--- src/hw/rtl/fsp_pkg.sv ---
// Shared types, character codes and decode helpers for the format specifier parser.
// No dependencies; every other file of the block imports this package.
package fsp_pkg;

  // Digit runs saturate at 2^NUM_BITS-1 (range 8 to 31).
  localparam int unsigned NUM_BITS = 31;
  localparam logic [30:0] WIDTH_MAX = 31'((33'd1 << NUM_BITS) - 33'd1);

  // Multiply-by-ten accumulator width: 31-bit value times ten plus a digit.
  localparam int unsigned ACC_W = 35;

  // Stream widths (byte padded).
  localparam int unsigned S_DATA_W = 40;
  localparam int unsigned M_DATA_W = 88;
  localparam int unsigned REC_W    = 81;

  // Character codes.
  localparam logic [7:0] CH_NUL   = 8'h00;
  localparam logic [7:0] CH_PLUS  = "+";
  localparam logic [7:0] CH_MINUS = "-";
  localparam logic [7:0] CH_SPACE = " ";
  localparam logic [7:0] CH_HASH  = "#";
  localparam logic [7:0] CH_ZERO  = "0";
  localparam logic [7:0] CH_NINE  = "9";
  localparam logic [7:0] CH_DOT   = ".";
  localparam logic [7:0] CH_STAR  = "*";
  localparam logic [7:0] CH_H     = "h";
  localparam logic [7:0] CH_L     = "l";
  localparam logic [7:0] CH_BIG_L = "L";

  // Flag bit positions.
  localparam int unsigned F_PLUS  = 0;
  localparam int unsigned F_MINUS = 1;
  localparam int unsigned F_SPACE = 2;
  localparam int unsigned F_HASH  = 3;
  localparam int unsigned F_ZERO  = 4;

  // Length modifier codes.
  localparam logic [1:0] LEN_NONE   = 2'd0;
  localparam logic [1:0] LEN_SINGLE = 2'd1;
  localparam logic [1:0] LEN_DOUBLE = 2'd2;

  localparam logic signed [31:0] PREC_NONE = -32'sd1;

  typedef enum logic [2:0] {
    PH_TOP,
    PH_FLAGS,
    PH_WDIG,
    PH_AFTERW,
    PH_PDIG
  } phase_t;

  // Parser state carried between items.
  typedef struct packed {
    phase_t             phase;
    logic [4:0]         flags;
    logic [30:0]        width;
    logic signed [31:0] precision;
    logic [1:0]         short_len;
    logic [1:0]         long_len;
    logic               big_l;
    logic               short_la;
    logic               long_la;
  } state_t;

  localparam state_t STATE_RESET = '{
    phase:     PH_TOP,
    flags:     5'd0,
    width:     31'd0,
    precision: PREC_NONE,
    short_len: LEN_NONE,
    long_len:  LEN_NONE,
    big_l:     1'b0,
    short_la:  1'b0,
    long_la:   1'b0
  };

  // One result record, plus flag in the lowest bit.
  typedef struct packed {
    logic [7:0]         conversion;
    logic               long_double;
    logic [1:0]         long_len;
    logic [1:0]         short_len;
    logic signed [31:0] precision;
    logic [30:0]        field_width;
    logic               flag_zero;
    logic               flag_hash;
    logic               flag_space;
    logic               flag_minus;
    logic               flag_plus;
  } rec_t;

  // Mask of the flag that a character sets, zero if it is not a flag.
  function automatic logic [4:0] flag_mask(input logic [7:0] c);
    logic [4:0] m;
    m = 5'd0;
    case (c)
      CH_PLUS:  m[F_PLUS]  = 1'b1;
      CH_MINUS: m[F_MINUS] = 1'b1;
      CH_SPACE: m[F_SPACE] = 1'b1;
      CH_HASH:  m[F_HASH]  = 1'b1;
      CH_ZERO:  m[F_ZERO]  = 1'b1;
      default:  m = 5'd0;
    endcase
    return m;
  endfunction

  function automatic logic is_digit(input logic [7:0] c);
    return (c >= CH_ZERO) && (c <= CH_NINE);
  endfunction

  function automatic logic is_conv(input logic [7:0] c);
    logic r;
    case (c)
      "d", "i", "o", "u", "x", "X",
      "e", "E", "f", "F", "g", "G",
      "a", "A", "c", "s", "p", "n", "%": r = 1'b1;
      default: r = 1'b0;
    endcase
    return r;
  endfunction

endpackage

--- src/hw/rtl/fsp_digit_acc.sv ---
// Saturating decimal accumulator: value times ten plus one digit.
// Depends on fsp_pkg for the saturation limit and accumulator width.
module fsp_digit_acc (
  input  logic [30:0] value,
  input  logic [3:0]  digit,
  output logic [30:0] result
);
  import fsp_pkg::*;

  logic [ACC_W-1:0] prod;

  // Ten times the value as a sum of two shifts, then the new digit.
  assign prod = {1'b0, value, 3'b000} + {3'b000, value, 1'b0} + {31'd0, digit};

  // Clamp at the limit.
  assign result = (prod > {4'd0, WIDTH_MAX}) ? WIDTH_MAX : prod[30:0];

endmodule

--- src/hw/rtl/fsp_step.sv ---
// Next-state and record logic for one character of a format specifier.
// Depends on fsp_pkg and fsp_digit_acc.
module fsp_step (
  input  fsp_pkg::state_t     st,
  input  logic [7:0]          ch,
  input  logic signed [31:0]  star_arg,
  output fsp_pkg::state_t     nxt,
  output logic                emit,
  output fsp_pkg::rec_t       rec
);
  import fsp_pkg::*;

  logic [30:0] acc_in;
  logic [30:0] acc_out;
  logic [31:0] star_mag;
  logic [30:0] star_width;
  logic signed [31:0] star_prec;

  // The digit unit serves the precision run or the width run, never both at once.
  assign acc_in = (st.phase == PH_PDIG) ? st.precision[30:0] : st.width;

  fsp_digit_acc u_acc (
    .value  (acc_in),
    .digit  (ch[3:0]),
    .result (acc_out)
  );

  // Starred width: magnitude of the argument, saturated.
  assign star_mag   = star_arg[31] ? (~star_arg + 32'd1) : star_arg;
  assign star_width = (star_mag > {1'b0, WIDTH_MAX}) ? WIDTH_MAX : star_mag[30:0];

  // Starred precision: clamped to minus one below and to the limit above.
  always_comb begin
    if (star_arg < PREC_NONE) begin
      star_prec = PREC_NONE;
    end else if (star_arg > $signed({1'b0, WIDTH_MAX})) begin
      star_prec = $signed({1'b0, WIDTH_MAX});
    end else begin
      star_prec = star_arg;
    end
  end

  // Main decode for one character.
  always_comb begin
    state_t s;
    logic   done;
    s    = st;
    done = 1'b0;
    emit = 1'b0;
    rec  = '0;

    // Pending h or l decisions are settled by this character first.
    if (s.short_la) begin
      s.short_len = (ch == CH_H) ? LEN_DOUBLE : LEN_SINGLE;
      s.short_la  = 1'b0;
    end
    if (s.long_la) begin
      s.long_len = (ch == CH_L) ? LEN_DOUBLE : LEN_SINGLE;
      s.long_la  = 1'b0;
    end

    // Phase-specific handling; anything not consumed falls to the top level.
    case (s.phase)
      PH_FLAGS: begin
        if (flag_mask(ch) != 5'd0) begin
          s.flags = s.flags | flag_mask(ch);
          done    = 1'b1;
        end else begin
          // End of the flag run: minus beats zero, plus beats space.
          if (s.flags[F_MINUS]) s.flags[F_ZERO]  = 1'b0;
          if (s.flags[F_PLUS])  s.flags[F_SPACE] = 1'b0;
          s.phase = PH_TOP;
        end
      end
      PH_WDIG: begin
        if (is_digit(ch)) begin
          s.width = acc_out;
          done    = 1'b1;
        end else if (ch == CH_DOT) begin
          s.precision = 32'sd0;
          s.phase     = PH_PDIG;
          done        = 1'b1;
        end else begin
          s.phase = PH_TOP;
        end
      end
      PH_AFTERW: begin
        if (ch == CH_DOT) begin
          s.precision = 32'sd0;
          s.phase     = PH_PDIG;
          done        = 1'b1;
        end else begin
          s.phase = PH_TOP;
        end
      end
      PH_PDIG: begin
        if (is_digit(ch)) begin
          s.precision = $signed({1'b0, acc_out});
          done        = 1'b1;
        end else begin
          s.phase = PH_TOP;
          if (ch == CH_STAR) begin
            s.precision = star_prec;
            done        = 1'b1;
          end
        end
      end
      default: begin
        s.phase = PH_TOP;
      end
    endcase

    // Top-level dispatch.
    if (!done) begin
      if ((ch == CH_NUL) || is_conv(ch)) begin
        emit             = 1'b1;
        rec.flag_plus    = s.flags[F_PLUS];
        rec.flag_minus   = s.flags[F_MINUS];
        rec.flag_space   = s.flags[F_SPACE];
        rec.flag_hash    = s.flags[F_HASH];
        rec.flag_zero    = s.flags[F_ZERO];
        rec.field_width  = s.width;
        rec.precision    = s.precision;
        rec.short_len    = s.short_len;
        rec.long_len     = s.long_len;
        rec.long_double  = s.big_l;
        rec.conversion   = ch;
        s                = STATE_RESET;
      end else if (flag_mask(ch) != 5'd0) begin
        s.flags = s.flags | flag_mask(ch);
        s.phase = PH_FLAGS;
      end else if (is_digit(ch)) begin
        s.width = {27'd0, ch[3:0]};
        s.phase = PH_WDIG;
      end else if (ch == CH_DOT) begin
        s.precision = 32'sd0;
        s.phase     = PH_PDIG;
      end else if (ch == CH_STAR) begin
        // A negative starred width sets minus without the zero override.
        if (star_arg[31]) s.flags[F_MINUS] = 1'b1;
        s.width = star_width;
        s.phase = PH_AFTERW;
      end else if (ch == CH_H) begin
        if (s.short_len == LEN_NONE) s.short_la = 1'b1;
      end else if (ch == CH_L) begin
        if (s.long_len == LEN_NONE) s.long_la = 1'b1;
      end else if (ch == CH_BIG_L) begin
        s.big_l = 1'b1;
      end
    end

    nxt = s;
  end

endmodule

--- src/hw/rtl/format_spec_parser_top.sv ---
// Top level of the printf format specifier parser: stream ports, input and
// result registers and the parser state. Depends on fsp_pkg and fsp_step.
//
//  Channel | Direction | Handshake        | Contents
//  s_*     | in        | s_tvalid/tready  | one character after the percent sign
//  m_*     | out       | m_tvalid/tready  | one record per conversion char or NUL
//
// An item is decoded from the input register once the result register is free or being
// drained; its record, if any, is then registered and offered from the result register.
// One item per cycle is sustained while m_tready is high; the longest path is the
// multiply-by-ten accumulate. A synchronous reset empties both registers and returns
// the parser to the top level. While a record waits on m_tready the input register
// holds; s_tready drops only when both the input and the result registers are full.
module format_spec_parser_top (
  input  logic        clk,
  input  logic        rst,
  input  logic        s_tvalid,
  output logic        s_tready,
  input  logic [39:0] s_tdata,   // [7:0] ch, [39:8] star_arg
  output logic        m_tvalid,
  input  logic        m_tready,
  output logic [87:0] m_tdata    // [0] flag_plus, [1] flag_minus, [2] flag_space,
                                 // [3] flag_hash, [4] flag_zero, [35:5] field_width,
                                 // [67:36] precision, [69:68] short_len,
                                 // [71:70] long_len, [72] long_double,
                                 // [80:73] conversion, [87:81] zero
);
  import fsp_pkg::*;

  logic               in_valid;
  logic [7:0]         in_ch;
  logic signed [31:0] in_arg;
  state_t             st;
  state_t             st_next;
  logic               emit;
  rec_t               rec;
  rec_t               out_rec;
  logic               out_valid;
  logic               step_go;

  // An item is decoded when the result register is free or being drained.
  assign step_go  = in_valid && (!out_valid || m_tready);
  assign s_tready = !in_valid || step_go;

  fsp_step u_step (
    .st       (st),
    .ch       (in_ch),
    .star_arg (in_arg),
    .nxt      (st_next),
    .emit     (emit),
    .rec      (rec)
  );

  // Control registers.
  always_ff @(posedge clk) begin
    if (rst) begin
      in_valid  <= 1'b0;
      out_valid <= 1'b0;
      st        <= STATE_RESET;
    end else begin
      if (s_tready) in_valid <= s_tvalid;
      if (step_go) st <= st_next;
      if (step_go && emit) begin
        out_valid <= 1'b1;
      end else if (m_tready) begin
        out_valid <= 1'b0;
      end
    end
  end

  // Payload registers.
  always_ff @(posedge clk) begin
    if (s_tvalid && s_tready) begin
      in_ch  <= s_tdata[7:0];
      in_arg <= $signed(s_tdata[39:8]);
    end
    if (step_go && emit) out_rec <= rec;
  end

  assign m_tvalid = out_valid;
  assign m_tdata  = {7'd0, out_rec};

endmodule

--- config.mk ---
export PLATFORM = sky130hd
export DESIGN_NAME = format_spec_parser_top
export DESIGN_NICKNAME = d
export VERILOG_FILES = /design/src/hw/rtl/fsp_pkg.sv /design/src/hw/rtl/fsp_digit_acc.sv /design/src/hw/rtl/fsp_step.sv /design/src/hw/rtl/format_spec_parser_top.sv
export SDC_FILE = /design/constraint.sdc
export NUM_CORES = 1
export LEC_CHECK = 0
export BUFFER_PORTS_ARGS = -buffer_cell sky130_fd_sc_hd__buf_2
export CAP_MARGIN = 40
export CORE_UTILIZATION = 45
export CTS_CLUSTER_DIAMETER = 200
export DETAILED_ROUTE_END_ITERATION = 6
export PLACE_DENSITY = 0.77
export SYNTH_ARGS = -nofsm -noshare
export SYNTH_HDL_FRONTEND = slang
export SYNTH_HIERARCHICAL = 1
export SYNTH_SLANG_ARGS = --single-unit
--- constraint.sdc ---
create_clock -name clk -period 6.1 [get_ports clk]
set_input_delay 0.915 -clock clk [delete_from_list [all_inputs] [get_ports clk]]
set_output_delay 0.915 -clock clk [all_outputs]
set_load 0.02 [all_outputs]
Word level (Yosys, flattened, before mapping)
Index checks and enable logic that the tools add are counted.
{"block": "totals", "reg_bits": 201, "inputBits": 44, "word_cells": 215}
{"block": "classes", "n_addsub": 3, "n_lt_le_gt_ge": 6, "eq_ne": 39, "n_mux": 119, "bitwise_logic": 5, "n_reduce_logical": 19}
{"cell": "$mux 32", "n": 9}
{"cell": "$mux 31", "n": 8}
{"cell": "$eq 8x7->1 const B", "n": 21}
{"cell": "$pmux 32 s3", "n": 1}
{"cell": "$mux 78", "n": 1}
{"cell": "$mux 1", "n": 75}
{"cell": "$mux 71", "n": 1}
{"cell": "$eq 8x6->1 const B", "n": 8}
{"cell": "$mux 63", "n": 1}
{"cell": "$mux 3", "n": 14}
{"cell": "$add 34x32->35", "n": 1}
{"cell": "$add 35x4->35", "n": 1}
{"cell": "$gt 35x31->1 const B", "n": 1}
{"cell": "$add 32x1->32 const B", "n": 1}
{"cell": "$gt 32x31->1 const B", "n": 1}
{"cell": "$gt 32x32->1 const B", "n": 1}
{"cell": "$lt 32x1->1 const B", "n": 1}
{"cell": "$not 32->32", "n": 1}
{"cell": "$reduce_or 19->1", "n": 1}
{"cell": "$pmux 3 s4", "n": 1}
{"cell": "$mux 2", "n": 5}
{"cell": "$ne 2x2->1 const B", "n": 5}
{"cell": "$or 5x5->5", "n": 2}
{"cell": "$reduce_bool 5->1", "n": 2}
{"cell": "other kinds (18)", "n": 28}

Depth between registers and ports, before layout
{"block": "depth", "ltp_word": 18, "mapped_depth": 25, "ltp_nobuf": 21}

Modules after synthesis
The synthesis kept the hierarchy.
{"mod": "format_spec_parser_top", "instances": 1, "cells_per_inst": 479, "area_each_um2": 7101.8, "seq_area_each_um2": 5235.0}
{"mod": "fsp_step", "instances": 1, "cells_per_inst": 645, "area_each_um2": 3896.2, "seq_area_each_um2": 0.0}
{"mod": "fsp_digit_acc", "instances": 1, "cells_per_inst": 307, "area_each_um2": 2351.0, "seq_area_each_um2": 0.0}

Worst setup path before layout
No wires, ideal clock.
{"block": "synth_timing", "kind": "register -> register", "startpoint": "register in_ch[4]", "endpoint": "register out_rec, in the netlist m_tdata[0], enable pin", "arrival_ns": 5.357, "setup_slack_ns": 0.222, "path_stages_with_launch": 9, "path_buffers": 2, "synth_period_minus_slack_ns": 5.878, "cell_sequence": "edfxtp_1 > buf_6 > or4b_4 > o41ai_1 > nor2_1 > inv_1 > buf_1 > nand2_1 > nor2_1"}
{"block": "synth_via", "elab_chain_len": 8, "word_cells_on_any_way": 54}
{"item": "start: declaration", "line_no": "format_spec_parser_top.sv:31", "source": "logic [7:0] in_ch;"}
{"item": "start signal: assignment", "line_no": "format_spec_parser_top.sv:74", "source": "in_ch <= s_tdata[7:0];"}
{"item": "$eq 8x6->1 (tied with other cells)", "line_no": "fsp_pkg.sv:97", "source": "case (c)"}
{"item": "$mux 1 / $reduce_or 19->1 (equally long branches)", "line_no": "fsp_pkg.sv:97, fsp_pkg.sv:114"}
{"item": "$mux 1 (on tied branches)", "line_no": "fsp_step.sv:63, fsp_pkg.sv:114"}
{"item": "$reduce_bool 5->1 / $mux 1 (equally long branches)", "line_no": "fsp_step.sv:65, fsp_step.sv:114"}
{"item": "$mux 1 / $logic_or 1x1->1 (equally long branches)", "line_no": "fsp_step.sv:65, fsp_step.sv:115"}
{"item": "$pmux 1 s4 / $mux 1 (equally long branches)", "line_no": "fsp_step.sv:63, fsp_step.sv:115"}
{"item": "$mux 1 *", "line_no": "fsp_step.sv:114", "source": "if (!done) begin"}
{"item": "named net emit", "line_no": "format_spec_parser_top.sv:35", "source": "logic emit;"}
{"item": "$logic_and 1x1->1 *", "line_no": "format_spec_parser_top.sv:77", "source": "if (step_go && emit) out_rec <= rec;"}
{"item": "end signal: assignment", "line_no": "format_spec_parser_top.sv:77"}
{"item": "end: declaration", "line_no": "format_spec_parser_top.sv:37", "source": "rec_t out_rec;"}
The timed path passes the listed nets; every way through them passes the cells marked *. The select of a mux whose other input is x is not followed.
A chain may end at the register's enable or synchronous reset.

==> flow_summary.json <==
{
  "crit_slowest_cell": "fa_1",
  "holdWs_ns": 0.4937,
  "dieArea_um2": 30360,
  "synth_warnings": 6,
  "drive_gt1_frac": 0.1731,
  "synthCells": 1431,
  "totalWireLength_mm": 35.42,
  "ctsHoldBuffers": 0,
  "ir_drop_v": 0.0001920,
  "drtIter0Drc": 1121,
  "cts-root-buf": "clkbuf_16",
  "core-area_um2": 28940,
  "worstPathArrival_ns": 5.89,
  "fp.dieW_um": 174.2,
  "final_cells": 1903,
  "grt_overflow": 0,
  "p_int_mw": 2.302,
  "antenna_found_initial": 0,
  "synthArstFlopShare": 0,
  "vias": 11220,
  "final_hold_viol_count": 0,
  "fill_cells": 2582,
  "p_leak_nw": 5.934,
  "grt_use_total": 0.2278,
  "fmax_mhz": 181.6,
  "cts_setup_buffers": 0,
  "place_area_um2": 14110,
  "skew_ns": 0.01097,
  "layout_common_cells": "179 x nor2_1, 151 x nand2_1, 125 x buf_2",
  "insertion_delay_ns": 0.52,
  "crit_buf_inv": 2,
  "core.rowCount": 62,
  "synthFlopType": "edfxtp_1",
  "relSlewSlack": 0.3533,
  "critPathTopFamily": "compound AO/OA/AOI/OAI gates",
  "drc_errors": 0,
  "swShare": 0.2348,
  "antenna-diode-count": 0,
  "place_inst": 1861,
  "ys_ff_latch": 201,
  "critical_path.endpoint_type": "flop",
  "maxCapViolations": 0,
  "gp_congestion": 0.8982,
  "cp-start-kind": "flop",
  "ant_nets": 0,
  "status": "complete, no violations",
  "setup_viol_count_final": 0,
  "fin_tns_setup_ns": 0,
  "period_share": 0.9027,
  "grt_start_max_net_pins": 83,
  "cts_tree": "yes",
  "io_buffer_count": 126,
  "place_ws_ns": 0.3755,
  "cp_cell_sequence": "nor2_1 -> and2_2 -> nand2_1 -> nand2_1 -> inv_1 -> fa_1 -> fa_1 -> nor2b_1 -> o31ai_1 -> a31oi_1 -> a31oi_4 -> o211ai_1 -> xor2_1 -> a2111oi_4 -> buf_4 -> o21ai_0 -> a22o_1 -> a211oi_2 -> o21ai_0 -> nor2_1 -> mux2i_1",
  "clk_path_buf_depth": 3,
  "ios": 134,
  "syn_area_um2": 13350,
  "path_class": "flop to flop",
  "synth_edf_count": 121,
  "fin_nets": 1611,
  "worst_path_largest_cell_delay_ns": 0.52,
  "grt_pass1_wl_mm": 56.37,
  "powerDensity_nw_per_um2": 202.6,
  "numCtsBuffers": 23,
  "worstPathRequired_ns": 6.48,
  "start_util": 0.4613,
  "grt_pass1_vias": 10816,
  "die_h_um": 174.2,
  "dp_hpwl_mm": 24.70,
  "h-tree-depth": 1,
  "worst_hold_path_type": "flop to flop",
  "detail_route.vias_per_cell": 5.896,
  "power.switching_mw": 0.7063,
  "rsz0062_at_grt": "false",
  "yosysSeqAreaShare": 0.3922,
  "dr.pass1.iters": 5,
  "fin_ws_ns": 0.5935,
  "fin_crit_ns": 5.506,
  "clk_pin_slew_ns": 0.06,
  "area_growth_pct": 11.23,
  "synth_cell_types": 89,
  "clkSinkCount": 201,
  "path_max_fanout": 31,
  "layout_commonest_cell": "nor2_1",
  "avgRoutedWirePerCell_um": 18.61,
  "avgSynthCellArea_um2": 9.328,
  "power_frac_comb": 0.060,
  "power.share.clock": 0.443,
  "p_seq_frac": 0.496,
  "max_slew.worst_pin.slew_ns": 0.9677,
  "final_core_util": 0.5131,
  "total_power_mw": 3.008,
  "drv_slew": 0,
  "stdcell_area_um2": 14850
}
==> sequential cells by signal, indices dropped and copies added, names as in the netlist <==
| name | flops |
|---|---|
| in_arg | 32 |
| in_ch | 8 |
| in_valid | 1 |
| m_tdata | 81 |
| m_tvalid | 1 |
| st | 78 |
==> power by group through the flow <==
stage | registers (mW) | logic (mW) | clock network (mW)
final | 1.49 | 0.182 | 1.33
after global placement | 1.52 | 0.173 | 0
after detailed placement | 1.52 | 0.179 | 0
after CTS | 1.49 | 0.180 | 1.36
after floorplan | 1.51 | 0.141 | 0
after global routing | 1.50 | 0.196 | 1.41
==> repair_timing <==
| action | in CTS | in global routing |
|---|---|---|
| endpoints found under the setup margin | 0 | 17 |
| hold endpoints to repair | 0 | 0 |
| resized for setup | 0 | 1 |
==> final timing paths <==
check,end,depth (start not counted),slack [ns],startpoint
worst max-delay path,st[17]$_SDFFE_PP1P_,21,0.59,st[76]$_SDFFE_PP0P_
worst min-delay path,st[3]$_SDFFE_PP0P_,2,0.49,st[3]$_SDFFE_PP0P_
worst max register to register,st[17]$_SDFFE_PP1P_,21,0.59,st[76]$_SDFFE_PP0P_
worst min register to register,st[3]$_SDFFE_PP0P_,2,0.49,st[3]$_SDFFE_PP0P_
==> logic make-up (layout without fill, tap and decap cells) <==
family / after synthesis / count (layout) / synth area share
xor+xnor: 48 / 48 / 0.03149
flops: 201 / 201 / 0.3922
compound gates: 317 / 317 / 0.1728
fa+ha+maj: 66 / 66 / 0.06280
simple gates: 559 / 559 / 0.2043
mux: 113 / 113 / 0.08483
other cells: 2 / 8 / 0.0005626
buf+inv: 125 / 207 / 0.05099
==> metal layers <==
layer	vias up	GRT usage	wire length, um
met5	-	0	0
met4	0	0.07639	878
met3	78	0.03084	2510
met2	478	0.3689	16280
met1	5401	0.3122	15750
li1	5263	-	-
==> worst min-delay path, stage by stage, from the launching register on <==
cell	delay, ns
dfxtp_1	0.32
nand2b_1	0.07
mux2i_1	0.06
==> synthesized netlist by cell type (all sizes together) (15+ instances only) <==
cell	number	share of area
mux2i	112	0.084
dfxtp	80	0.12
a21oi	43	0.017
buf	45	0.028
ha	63	0.059
edfxtp	121	0.27
nand2	171	0.052
a22o	29	0.019
nand2b	103	0.048
clkbuf	62	0.017
inv	18	0.0051
nand4	19	0.0089
a211oi	38	0.032
xnor2	33	0.022
nor2	186	0.054
xor2	15	0.0098
o21ai	112	0.042
==> area by class of cell <==
| cell class | instances | area (um^2) | share of cell area |
|---|---|---|---|
| Multi-Input combinational cell | 1111 | 7506 | 0.5055 |
| Sequential cell | 201 | 5235 | 0.3526 |
| Timing Repair Buffer | 147 | 827.0 | 0.05570 |
| Clock buffer | 32 | 671.9 | 0.04525 |
| Tap cell | 384 | 480.5 | 0.03236 |
| Inverter | 18 | 67.56 | 0.004550 |
| Clock inverter | 10 | 60.06 | 0.004045 |
Power figures use the tool's default switching activity.
